File: src/hdl/wsbd_pkg.sv
package wsbd_pkg;

  // Field widths of one tick and one result
  localparam int unsigned TIME_W  = 32;
  localparam int unsigned SPEED_W = 14;
  localparam int unsigned PRESS_W = 16;
  localparam int unsigned WIN_W   = 16;

  // Stream payload widths, rounded up to whole bytes
  localparam int unsigned IN_DATA_W  = 128;
  localparam int unsigned OUT_DATA_W = 40;

  // Configuration port
  localparam int unsigned CFG_IDX_W  = 2;
  localparam int unsigned CFG_DATA_W = 16;

  localparam logic [CFG_IDX_W-1:0] REG_AGE_LIMIT      = 2'd0;
  localparam logic [CFG_IDX_W-1:0] REG_SPEED_SWING    = 2'd1;
  localparam logic [CFG_IDX_W-1:0] REG_PRESSURE_SWING = 2'd2;

  localparam logic [WIN_W-1:0]   WINDOW_RESET      = 16'd1200;
  localparam logic [SPEED_W-1:0] SPEED_SWING_RESET = 14'd300;
  localparam logic [PRESS_W-1:0] PRESS_SWING_RESET = 16'd100;

  // One stored sample pair, as held in each cell of the chain
  typedef struct packed {
    logic               valid;
    logic [TIME_W-1:0]  speed_stamp;
    logic [SPEED_W-1:0] speed_value;
    logic [TIME_W-1:0]  pressure_stamp;
    logic [PRESS_W-1:0] pressure_value;
  } entry_t;

endpackage

File: src/hdl/windowed_swing_blip_detector_unit.sv
// Windowed swing blip detector.
// Input stream (s_*): one transaction per tick carrying the time now and the
// latest speed and pressure samples with their timestamps; s_tuser is the
// restart flag. Output stream (m_*): one result transaction per tick with
// the sticky blip flag and the peak-to-peak swing of each signal over the
// samples whose age is within the age limit register.
// A tick with both timestamps nonzero is pushed into a chain of RING_DEPTH
// cells; the chain then rotates once round while the tail cell feeds two
// min/max trackers. Each tick therefore occupies the block until that one
// rotation ends; a tick that pushes nothing skips it. The result is loaded
// into the output register in the finish state that follows the rotation.
// The result sits in an output register; the next tick is taken while it
// waits. If the receiver stalls, the following tick finishes its scan and
// then waits until the register frees, holding s_tready low meanwhile.
// Configuration writes on cfg_we/cfg_index/cfg_data take effect at once and
// are to be made while the block is idle.
// Reset empties the chain, clears the blip flag and reloads the registers
// with window 1200 ms, speed swing 300 rpm and pressure swing 1.00 kPa.
module windowed_swing_blip_detector_unit #(
  parameter int unsigned RING_DEPTH = 24
) (
  input  logic                                 clk,
  input  logic                                 rst,
  // s_tdata fields, low bit up: now_ms, speed_time_ms, engine_speed,
  // pressure_time_ms, pressure, zero fill
  input  logic [wsbd_pkg::IN_DATA_W-1:0]       s_tdata,
  // s_tuser fields: restart
  input  logic                                 s_tuser,
  input  logic                                 s_tvalid,
  output logic                                 s_tready,
  // m_tdata fields, low bit up: blip, speed_swing, speed_seen,
  // pressure_swing, pressure_seen, zero fill
  output logic [wsbd_pkg::OUT_DATA_W-1:0]      m_tdata,
  output logic                                 m_tvalid,
  input  logic                                 m_tready,
  input  logic                                 cfg_we,
  input  logic [wsbd_pkg::CFG_IDX_W-1:0]       cfg_index,
  input  logic [wsbd_pkg::CFG_DATA_W-1:0]      cfg_data
);

  localparam int unsigned CNT_W = $clog2(RING_DEPTH);
  localparam logic [CNT_W-1:0] LAST_CELL = CNT_W'(RING_DEPTH - 1);

  localparam logic [1:0] ST_IDLE   = 2'd0;
  localparam logic [1:0] ST_SHIFT  = 2'd1;
  localparam logic [1:0] ST_SCAN   = 2'd2;
  localparam logic [1:0] ST_FINISH = 2'd3;

  logic [1:0] state;
  logic [1:0] state_next;
  logic [CNT_W-1:0] scan_count;

  logic [wsbd_pkg::WIN_W-1:0]   age_limit;
  logic [wsbd_pkg::SPEED_W-1:0] speed_swing_min;
  logic [wsbd_pkg::PRESS_W-1:0] pressure_swing_min;

  logic                          item_restart;
  logic [wsbd_pkg::TIME_W-1:0]   item_now;
  logic [wsbd_pkg::TIME_W-1:0]   item_speed_time;
  logic [wsbd_pkg::SPEED_W-1:0]  item_speed;
  logic [wsbd_pkg::TIME_W-1:0]   item_pressure_time;
  logic [wsbd_pkg::PRESS_W-1:0]  item_pressure;
  logic                          item_push;

  logic blip;
  logic blip_next;

  wsbd_pkg::entry_t cell_d [RING_DEPTH];
  wsbd_pkg::entry_t cell_q [RING_DEPTH];
  wsbd_pkg::entry_t new_entry;
  wsbd_pkg::entry_t tail;

  logic chain_shift;
  logic chain_clear;
  logic span_start;
  logic span_en;

  logic [wsbd_pkg::TIME_W-1:0]  speed_age;
  logic [wsbd_pkg::TIME_W-1:0]  pressure_age;
  logic                         speed_hit;
  logic                         pressure_hit;
  logic                         speed_seen;
  logic                         pressure_seen;
  logic [wsbd_pkg::SPEED_W-1:0] speed_swing;
  logic [wsbd_pkg::PRESS_W-1:0] pressure_swing;

  logic in_take;
  logic out_load;

  // Configuration registers
  always_ff @(posedge clk) begin
    if (rst) begin
      age_limit          <= wsbd_pkg::WINDOW_RESET;
      speed_swing_min    <= wsbd_pkg::SPEED_SWING_RESET;
      pressure_swing_min <= wsbd_pkg::PRESS_SWING_RESET;
    end else if (cfg_we) begin
      case (cfg_index)
        wsbd_pkg::REG_AGE_LIMIT:      age_limit <= cfg_data;
        wsbd_pkg::REG_SPEED_SWING:    speed_swing_min <= cfg_data[wsbd_pkg::SPEED_W-1:0];
        wsbd_pkg::REG_PRESSURE_SWING: pressure_swing_min <= cfg_data;
        default: ;
      endcase
    end
  end

  assign s_tready = (state == ST_IDLE);
  assign in_take  = s_tvalid && s_tready;

  // Latch the tick for the length of its processing
  always_ff @(posedge clk) begin
    if (in_take) begin
      item_restart       <= s_tuser;
      item_now           <= s_tdata[31:0];
      item_speed_time    <= s_tdata[63:32];
      item_speed         <= s_tdata[77:64];
      item_pressure_time <= s_tdata[109:78];
      item_pressure      <= s_tdata[125:110];
    end
  end

  assign item_push = (item_speed_time != '0) && (item_pressure_time != '0);

  // Sequencer: push or clear, rotate the chain once, then deliver
  always_comb begin
    state_next = state;
    case (state)
      ST_IDLE:   if (in_take) state_next = ST_SHIFT;
      ST_SHIFT:  state_next = item_push ? ST_SCAN : ST_FINISH;
      ST_SCAN:   if (scan_count == LAST_CELL) state_next = ST_FINISH;
      ST_FINISH: if (out_load) state_next = ST_IDLE;
      default:   state_next = ST_IDLE;
    endcase
  end

  always_ff @(posedge clk) begin
    if (rst) begin
      state <= ST_IDLE;
    end else begin
      state <= state_next;
    end
  end

  always_ff @(posedge clk) begin
    if (state != ST_SCAN) begin
      scan_count <= '0;
    end else begin
      scan_count <= scan_count + CNT_W'(1);
    end
  end

  // Chain control
  assign chain_clear = (state == ST_SHIFT) && item_restart;
  assign chain_shift = ((state == ST_SHIFT) && item_push) || (state == ST_SCAN);
  assign span_start  = (state == ST_SHIFT);
  assign span_en     = (state == ST_SCAN);

  always_comb begin
    new_entry.valid          = 1'b1;
    new_entry.speed_stamp    = item_speed_time;
    new_entry.speed_value    = item_speed;
    new_entry.pressure_stamp = item_pressure_time;
    new_entry.pressure_value = item_pressure;
  end

  assign tail = cell_q[RING_DEPTH-1];

  // Head takes the new sample on a push and the tail while rotating; a
  // restart drops every older entry, as the push goes in if there is one.
  always_comb begin
    cell_d[0] = (state == ST_SHIFT) ? new_entry : tail;
    for (int i = 1; i < RING_DEPTH; i++) begin
      cell_d[i]       = cell_q[i-1];
      cell_d[i].valid = cell_q[i-1].valid && !chain_clear;
    end
  end

  for (genvar g = 0; g < RING_DEPTH; g++) begin : g_cell
    wsbd_cell u_cell (
      .clk   (clk),
      .rst   (rst),
      .shift (chain_shift),
      .clear (chain_clear),
      .d     (cell_d[g]),
      .q     (cell_q[g])
    );
  end

  // Window test on the tail entry
  assign speed_age    = item_now - tail.speed_stamp;
  assign pressure_age = item_now - tail.pressure_stamp;
  assign speed_hit    = tail.valid &&
                        (speed_age <= {{(wsbd_pkg::TIME_W - wsbd_pkg::WIN_W){1'b0}}, age_limit});
  assign pressure_hit = tail.valid &&
                        (pressure_age <= {{(wsbd_pkg::TIME_W - wsbd_pkg::WIN_W){1'b0}}, age_limit});

  wsbd_span #(
    .WIDTH (wsbd_pkg::SPEED_W)
  ) u_speed_span (
    .clk   (clk),
    .rst   (rst),
    .start (span_start),
    .en    (span_en),
    .hit   (speed_hit),
    .value (tail.speed_value),
    .seen  (speed_seen),
    .swing (speed_swing)
  );

  wsbd_span #(
    .WIDTH (wsbd_pkg::PRESS_W)
  ) u_pressure_span (
    .clk   (clk),
    .rst   (rst),
    .start (span_start),
    .en    (span_en),
    .hit   (pressure_hit),
    .value (tail.pressure_value),
    .seen  (pressure_seen),
    .swing (pressure_swing)
  );

  // Sticky flag update at the end of the tick
  assign out_load = (state == ST_FINISH) && (!m_tvalid || m_tready);

  always_comb begin
    blip_next = item_restart ? 1'b0 : blip;
    if (item_push && speed_seen && pressure_seen &&
        speed_swing >= speed_swing_min && pressure_swing >= pressure_swing_min) begin
      blip_next = 1'b1;
    end
  end

  always_ff @(posedge clk) begin
    if (rst) begin
      blip <= 1'b0;
    end else if (out_load) begin
      blip <= blip_next;
    end
  end

  // Output register
  always_ff @(posedge clk) begin
    if (rst) begin
      m_tvalid <= 1'b0;
    end else if (out_load) begin
      m_tvalid <= 1'b1;
    end else if (m_tready) begin
      m_tvalid <= 1'b0;
    end
  end

  always_ff @(posedge clk) begin
    if (out_load) begin
      m_tdata <= {7'd0, pressure_seen, pressure_swing, speed_seen, speed_swing, blip_next};
    end
  end

endmodule

File: src/hdl/wsbd_cell.sv
// One storage cell of the sample chain. It takes its neighbour's entry
// whenever the chain moves, and can drop its entry on a restart.
module wsbd_cell (
  input  logic              clk,
  input  logic              rst,
  input  logic              shift,
  input  logic              clear,
  input  wsbd_pkg::entry_t  d,
  output wsbd_pkg::entry_t  q
);

  // Valid bit is cleared by reset or restart, otherwise it follows the chain.
  // The sample payload moves with the chain and needs no reset.
  always_ff @(posedge clk) begin
    if (rst) begin
      q.valid <= 1'b0;
    end else if (shift) begin
      q.valid <= d.valid;
    end else if (clear) begin
      q.valid <= 1'b0;
    end
    if (shift) begin
      q.speed_stamp    <= d.speed_stamp;
      q.speed_value    <= d.speed_value;
      q.pressure_stamp <= d.pressure_stamp;
      q.pressure_value <= d.pressure_value;
    end
  end

endmodule

File: src/hdl/wsbd_span.sv
// Running minimum and maximum of the samples that fall inside the window,
// fed one entry per cycle from the tail of the chain.
module wsbd_span #(
  parameter int unsigned WIDTH = 16
) (
  input  logic             clk,
  input  logic             rst,
  input  logic             start,
  input  logic             en,
  input  logic             hit,
  input  logic [WIDTH-1:0] value,
  output logic             seen,
  output logic [WIDTH-1:0] swing
);

  logic [WIDTH-1:0] lo;
  logic [WIDTH-1:0] hi;

  // Seen flag
  always_ff @(posedge clk) begin
    if (rst || start) begin
      seen <= 1'b0;
    end else if (en && hit) begin
      seen <= 1'b1;
    end
  end

  // Extremes; the first hit loads both
  always_ff @(posedge clk) begin
    if (start) begin
      lo <= '0;
      hi <= '0;
    end else if (en && hit) begin
      if (!seen || value < lo) begin
        lo <= value;
      end
      if (!seen || value > hi) begin
        hi <= value;
      end
    end
  end

  assign swing = hi - lo;

endmodule

File: config.mk
export PLATFORM = sky130hd
export DESIGN_NAME = windowed_swing_blip_detector_unit
export DESIGN_NICKNAME = d
export VERILOG_FILES = /design/src/hdl/wsbd_pkg.sv /design/src/hdl/windowed_swing_blip_detector_unit.sv /design/src/hdl/wsbd_cell.sv /design/src/hdl/wsbd_span.sv
export SDC_FILE = /design/constraint.sdc
export NUM_CORES = 2
export LEC_CHECK = 0
export ABC_CLOCK_PERIOD_IN_PS = 57400
export BUFFER_PORTS_ARGS = -buffer_cell sky130_fd_sc_hd__buf_2
export CAP_MARGIN = 30
export CORE_AREA = 5 5 429 431
export DETAILED_ROUTE_END_ITERATION = 8
export DIE_AREA = 0 0 434 436
export PLACE_DENSITY = 0.62
export REMOVE_ABC_BUFFERS = 1
export SLEW_MARGIN = 40
export SYNTH_ARGS = -nofsm -noshare
export SYNTH_HDL_FRONTEND = slang
export SYNTH_HIERARCHICAL = 1
export SYNTH_SLANG_ARGS = --single-unit
File: constraint.sdc
create_clock -name clk -period 57.4 [get_ports clk]
set_input_delay 5.74 -clock clk [delete_from_list [all_inputs] [get_ports clk]]
set_output_delay 5.74 -clock clk [all_outputs]
set_load 0.05 [all_outputs]
Word-level counts from Yosys, hierarchy flattened
Cells that the tools add are included.
- register bits: 2557
- output and inout bits: 42
- input bits: 152
- logic and storage cells: 259
- $add $sub $neg: 5
- multiplexer cells: 35
- equality and inequality tests: 10
- order comparisons: 8
- reduce and logical (&&, ||, !) cells: 61
- operators with widths (operator ; count):
    95-bit 2-to-1 mux ; 1
    32-bit by 16-bit less-or-equal comparator with 1-bit output ; 2
    32-bit nonzero test ; 2
    32-bit subtractor ; 2
    1-bit logical AND ; 36
    1-bit 2-to-1 mux ; 30
    16-bit greater-or-equal comparator ; 1
    16-bit greater-than comparator ; 1
    16-bit < comparator ; 1
    16-bit subtractor ; 1
    14-bit greater-or-equal comparator ; 1
    14-bit greater-than comparator ; 1
    14-bit < comparator ; 1
    2-bit AND reduction ; 7
    14-bit subtractor ; 1
    2-bit one-hot mux with 4 select lines ; 1
    1-bit logical OR ; 7
    2-bit == test (second input constant) ; 3
    2-bit 2-to-1 mux ; 3
    2-bit inequality test (second input constant) ; 3
    5-bit by 1-bit adder with 5-bit output (second input constant) ; 1
    5-bit == test (second input constant) ; 1
    2-bit by 1-bit == test with 1-bit output (second input constant) ; 2
    1-bit logical NOT ; 4
    4 further kinds ; 6

Depth between registers and ports, before layout
- word-level depth: 7
- mapped depth: 28
- mapped depth without buffers: 27

Hierarchy
The synthesis kept the hierarchy.
- modules (own cells, without submodules) (module ; times used ; area an instance (um^2) ; sequential area each (um^2) ; cells an instance):
    wsbd_cell ; 24 ; 2860.2 ; 2842.7 ; 98
    windowed_swing_blip_detector_unit ; 1 ; 13531.7 ; 5905.7 ; 1404
    wsbd_span at u_pressure_span ; 1 ; 2856.5 ; 660.6 ; 328
    wsbd_span at u_speed_span ; 1 ; 2542.4 ; 580.6 ; 293

Worst setup path after synthesis
OpenSTA, ideal clock, no wires.
- path kind: register -> register
- from: register state[1]
- to: register g_cell[0].u_cell/q[94] (netlist name)
- slack: 7.874 ns
- setup time: 0.252 ns
- period minus slack after synthesis: 49.526 ns
- path buffers: 2
- data arrival time: 49.274 ns
- required time: 57.148 ns
- cell stages (with the launch flop): 8
- cell sequence: dfxtp_1 > inv_1 > ha_1 > clkbuf_1 > buf_1 > a21o_1 > or3b_1 > a21oi_1
- longest elaborated chain between the ends: 4
- elaborated cells between the ends (all ways): 8
- those cells by class: eq/ne: 2; mux: 2; reduce/logical: 4
- ends and longest elaborated chain (element ; RTL line ; RTL):
    start, declared ; windowed_swing_blip_detector_unit.sv:49 ; logic [1:0] state;
    start signal, assigned ; windowed_swing_blip_detector_unit.sv:139 ; state <= state_next;
    2-bit by 1-bit == test with 1-bit output * ; - ;
    net span_start ; windowed_swing_blip_detector_unit.sv:75 ; logic span_start;
    1-bit logical AND * ; windowed_swing_blip_detector_unit.sv:153 ; assign chain_shift = ((state == ST_SHIFT) && item_push) || (state == ST_SCAN);
    1-bit logical OR * ; windowed_swing_blip_detector_unit.sv:153 ;
    net chain_shift ; windowed_swing_blip_detector_unit.sv:73 ; logic chain_shift;
    1-bit 2-to-1 mux or 2-bit nonzero test (tied branches) ; - ;
    end, declared ; wsbd_cell.sv:9 ; output wsbd_pkg::entry_t q
The timed path passes the listed nets; every way through them passes the cells marked *.
A chain may end at the register's enable or synchronous reset.

Final worst setup path
- from: register state[0]
- to: output port s_tready
- longest elaborated chain between the ends: 1
- ends and longest elaborated chain (element ; RTL line ; RTL):
    2-bit logical NOT ; windowed_swing_blip_detector_unit.sv:106 ; assign s_tready = (state == ST_IDLE);
    end, declared ; windowed_swing_blip_detector_unit.sv:30 ; output logic s_tready,
Every way passes these cells.

==> results.md <==
- The run finished with clean final reports.
- The cell count along the critical path is 3.
- The final count of pins violating max slew was 0.
- Once detail routing completed, the nets flagged for antenna violations numbered 0.
- The most used flip-flop cell after synthesis is sky130_fd_sc_hd__edfxtp_1.
- Data on the critical path is required at its endpoint by 51.66 ns.
- Leaving out fill and tap cells, the most frequent cell in the layout is sky130_fd_sc_hd__edfxtp_1.
- The number of buffers and inverters on the critical path is 2.
- Sorting the synthesized cells by area gives the leading types as sky130_fd_sc_hd__edfxtp_1 83%, sky130_fd_sc_hd__dfxtp_1 3.2%, sky130_fd_sc_hd__ha_1 3.1%.
- The worst setup path is captured at an output port.
- The total count of hold-check failures in the final report was 0.
- The horizontal die dimension is 434 µm.
- The total DRC errors in the routed layout is 0.
- The number of placement rows is between 150 and 200.
- The clock period could shrink to 7.643 ns.
- Hold repair after CTS inserted 0 buffers.
- The HPWL reported at the end of detailed placement is a little over 90,000 µm.
- Leaving out filler cells and counting taps, the final layout contains 7,362.
- The post-synthesis cell type with the largest combined area is sky130_fd_sc_hd__edfxtp_1.
- The number of gates given a new drive strength after cts is 0.
- Cells with a size suffix above 1 make up about 14% of the layout.
- Summed over its instances, the top area cell type makes up around 83% of the synthesized netlist area.
- For the worst-skew pair, the clock arrives at the later sink with an insertion delay of a little under 0.9 ns.
- The largest voltage drop on the vdd net is 0.09830 mV.
- The detailed router finished its first iteration with between 2,000 and 3,000 violations.
- The number of buffers created by CTS is 241.
- The biggest cell delay along the critical path is around 0.44 ns.
- The cell type group with the largest total delay on the critical path is flip-flops.
- The final setup TNS is 0 ns.
- Setup repair after global routing left no endpoint under its margin.
- The slowest stage cell on the critical path is sky130_fd_sc_hd__dfxtp_1.
- Of the total power, the share spent switching nets is about 28%.
- The cell area that synthesis handed to floorplanning was 0.08758 mm².
- The number of global-route vias before repair is 36,694.
- The flip-flop and latch count after synthesis is 2,557.
- The area growth from synthesis to layout is 13.90%.
- The internal portion of total power is roughly 0.0046 W.
- The worst hold path passes through 0 cells.
- Entering global routing, the biggest net connects between 150 and 200 pins.
- The CTS sink count is 2,557.
- The H-tree was split into 4 levels.
- The total power per unit cell area is around 64 mW/mm².
- Dividing the synthesized area by the synthesized cell count gives 20.01 µm².
- During I/O placement, the number of pins put on the boundary was 194.
- The number of nets in the layout is between 5,000 and 6,000.
- Setup violations remaining at the end of the flow were counted as 0.
- The sequential area share after synthesis is between 80% and 90%.
- The clock tree root buffer cell is sky130_fd_sc_hd__clkbuf_16.
- The path depth of the worst reg2reg path is 26.
- The number of setup buffers added after CTS is 0.
- Buffers placed on the I/O ports in this run total 184.
- The leakage power is between 30 and 40 nW.
- The highest net fanout along the worst path is 5.
- The async set or reset register ratio after synthesis is 0%.
- For this run, the detailed router's first-pass iteration total came to 5.
- Of the total power, combinational logic draws between 10% and 20%.
- The nature of the critical path startpoint is a register.
- The min-delay analysis places its worst path in the category register to register.
- The share of the cycle needed by the critical path after routing is about an eighth.
- Counting tap cells, the placed design contains a total of slightly below 7,000 instances.
- Measured against its own limit, the worst slew margin works out to between 30% and 40%.
- Routability-driven placement finished with a final weighted congestion of around 0.9.
- The max-capacitance violation count is 0.
- The part of the total power dissipated in sequential elements is about 58%.
- The Yosys step of the flow raised 6 warnings.
- The clock input transition at the sequential cells of the worst setup and hold paths is ~0.060 ns.
- Dividing the detail-routed wire length by the instance count gives about 20 µm.
- The critical path goes through inv_1 > ha_1 > buf_2.
- For this design the total switching power over the nets is roughly 0.0018 W.
- The share of power burned in the clock network is approximately 25%.
- After global routing the overflow that remains totals 0.
- The total routed wirelength is 147,600 µm.
- Data on the critical path arrives at its endpoint at between 1.5 and 2 ns.
- The routed layout has approximately 38,000 vias.
- The number of instances in the synthesized netlist is 4,377.
- No sink is reached through more buffers than the 3 on the longest clock path.
- The peak clock frequency supported by timing is between 0.1 and 0.15 GHz.
- The die footprint is between 0.15 and 0.2 mm².
- The CTS tree is done.
- The first global-routing pass estimated between 200,000 and 250,000 µm of wire.
- The number of antenna violations at the first check in global routing is 16.
- The utilization after layout is between 50% and 60%.
- The worst clock skew is 0.06321 ns.
- Leaving out fill and tap cells, the most frequent cells in the layout are 2,416 x sky130_fd_sc_hd__edfxtp_1, 241 x sky130_fd_sc_hd__clkbuf_16, 230 x sky130_fd_sc_hd__nand2_1.
- The overall die height is between 400 and 500 µm.
- The number of synthesized flops with an enable pin is roughly 2,400.
- The detailed-route vias per instance is around 5.
- Counting distinct cell types in the post-synthesis netlist gives 98.
- For this configuration, the core starts out at a cell density of 48.72%.
- The type of the setup path with the least slack is register to output port.
- For the pin with the worst max-slew slack, the measured transition is 0.9174 ns.
- The total track usage is 15.49%.
- The placeable core area is between 0.15 and 0.2 mm².
==> path summary, 6_finish.rpt <==
kind / to / from / slack (ns)
max: s_tready / state[0] / 49.76
min: g_cell[12].u_cell/q[15] / g_cell[11].u_cell/q[15] / 0.37
max reg2reg: u_pressure_span/hi[10] / item_now[0] / 50.14
min reg2reg: g_cell[12].u_cell/q[15] / g_cell[11].u_cell/q[15] / 0.37
==> state kept, by name, summed over array words and instances, names as in the netlist <==
signal and flops:
item_pressure_time 32, m_tvalid 1, item_now 32, scan_count 5
u_pressure_span/hi 16, item_pressure 16, pressure_swing_min 16, u_speed_span/hi 14
u_speed_span/lo 14, item_restart 1, u_speed_span/seen 1, state 2
age_limit 16, m_tdata 33, u_pressure_span/seen 1, item_speed 14
g_cell.u_cell/q 2280, blip 1, u_pressure_span/lo 16, item_speed_time 32
speed_swing_min 14
==> worst reg2reg max path, cell delays in order (launching register included) <==
cell and delay (ns):
sky130_fd_sc_hd__edfxtp_1 0.38, sky130_fd_sc_hd__inv_1 0.07, sky130_fd_sc_hd__ha_1 0.24, sky130_fd_sc_hd__fa_1 0.42, sky130_fd_sc_hd__nor2b_1 0.21, sky130_fd_sc_hd__o2111ai_1 0.19
sky130_fd_sc_hd__a21boi_1 0.28, sky130_fd_sc_hd__nor2_1 0.12, sky130_fd_sc_hd__o21ai_0 0.23, sky130_fd_sc_hd__a31oi_1 0.14, sky130_fd_sc_hd__xnor2_1 0.20, sky130_fd_sc_hd__ha_1 0.28
sky130_fd_sc_hd__nand4_1 0.13, sky130_fd_sc_hd__nor3_1 0.08, sky130_fd_sc_hd__o21ai_0 0.11, sky130_fd_sc_hd__o211ai_1 0.25, sky130_fd_sc_hd__a221oi_1 0.53, sky130_fd_sc_hd__o211ai_1 0.19
sky130_fd_sc_hd__nor3_2 0.17, sky130_fd_sc_hd__nand4_1 0.17, sky130_fd_sc_hd__or4_4 0.57, sky130_fd_sc_hd__a2111oi_4 0.72, sky130_fd_sc_hd__and2_1 0.35, sky130_fd_sc_hd__o21ai_0 0.18
sky130_fd_sc_hd__a31oi_4 0.52, sky130_fd_sc_hd__buf_6 0.25, sky130_fd_sc_hd__mux2i_1 0.19
==> routing by layer <==
metal,share of wire [%],vias to the layer above,track usage [%]
li1,-,17670,-
met1,44,18836,21.21
met2,48,710,24.42
met3,3.8,321,2.909
met4,4.6,0,7.035
met5,0,-,0
==> cells in the mapped netlist (8+ instances only) <==
master,number
sky130_fd_sc_hd__edfxtp_1,2416
sky130_fd_sc_hd__dfxtp_1,141
sky130_fd_sc_hd__or3b_1,24
sky130_fd_sc_hd__nor2b_1,30
sky130_fd_sc_hd__o21a_1,20
sky130_fd_sc_hd__mux2i_1,51
sky130_fd_sc_hd__a21o_1,46
sky130_fd_sc_hd__inv_1,205
sky130_fd_sc_hd__ha_1,215
sky130_fd_sc_hd__nor3_1,23
sky130_fd_sc_hd__a211o_1,12
sky130_fd_sc_hd__nand4_1,29
sky130_fd_sc_hd__nand2b_1,83
sky130_fd_sc_hd__and2_1,31
sky130_fd_sc_hd__o21ai_1,14
sky130_fd_sc_hd__and4_1,10
sky130_fd_sc_hd__a21oi_1,164
sky130_fd_sc_hd__nand3_1,22
sky130_fd_sc_hd__nor4_1,20
sky130_fd_sc_hd__buf_4,10
sky130_fd_sc_hd__o211ai_1,12
sky130_fd_sc_hd__nand3b_1,16
sky130_fd_sc_hd__mux2_2,34
sky130_fd_sc_hd__nor2_1,90
sky130_fd_sc_hd__a31oi_1,8
sky130_fd_sc_hd__and3_1,15
sky130_fd_sc_hd__xnor2_1,45
sky130_fd_sc_hd__nand2_1,230
sky130_fd_sc_hd__xor2_1,24
sky130_fd_sc_hd__o21ai_0,117
sky130_fd_sc_hd__a211oi_1,14
sky130_fd_sc_hd__o31ai_1,8
sky130_fd_sc_hd__clkbuf_1,48
==> power by group through the flow <==
stage / Combinational, W / Sequential, W / Clock, W
6_report: 0.00112 / 0.00370 / 0.00158
5_1_grt: 0.00123 / 0.00379 / 0.00171
4_1_cts: 0.00112 / 0.00373 / 0.00162
3_5_place_dp: 0.00113 / 0.00374 / 0
3_3_place_gp: 0.00106 / 0.00372 / 0
2_1_floorplan: 0.000680 / 0.00542 / 0
==> through the flow <==
stage | power, W | setup WS, ns | hold slack [ns] | cell area (µm²)
after global placement | 0.004781 | 49.59 | 0.4010 | 91390
after global routing | 0.006733 | 49.60 | 0.3722 | 99740
final | 0.006402 | 49.76 | 0.3676 | 99750
after floorplan | 0.006102 | 5.832 | 0.4003 | 87180
after detailed placement | 0.004870 | 49.54 | 0.4045 | 91610
after CTS | 0.006482 | 49.65 | 0.3645 | 99630
==> cell type report <==
cell class	count	area (µm²)
fillers	13456	80020
flip-flops and latches	2557	75370
multi-input cells	1545	11100
clock buffers	296	6387
well taps	2370	2965
clock inverters	162	1637
repair buffers	223	1505
inverters	205	769.5
diodes	4	10.01
==> logic make-up (layout without fill, tap and decap cells) <==
family / Yosys count / count (layout) / share of synthesized area (%)
simple gates: 656 / 656 / 3.935
compound gates: 509 / 509 / 3.765
fa+ha+maj: 219 / 219 / 3.163
flops: 2557 / 2557 / 86.06
xor+xnor: 69 / 69 / 0.6901
other cells: 1 / 11 / 0.004282
buf+inv: 281 / 886 / 1.359
mux: 85 / 85 / 1.020
(Power assumes the default switching activity.)
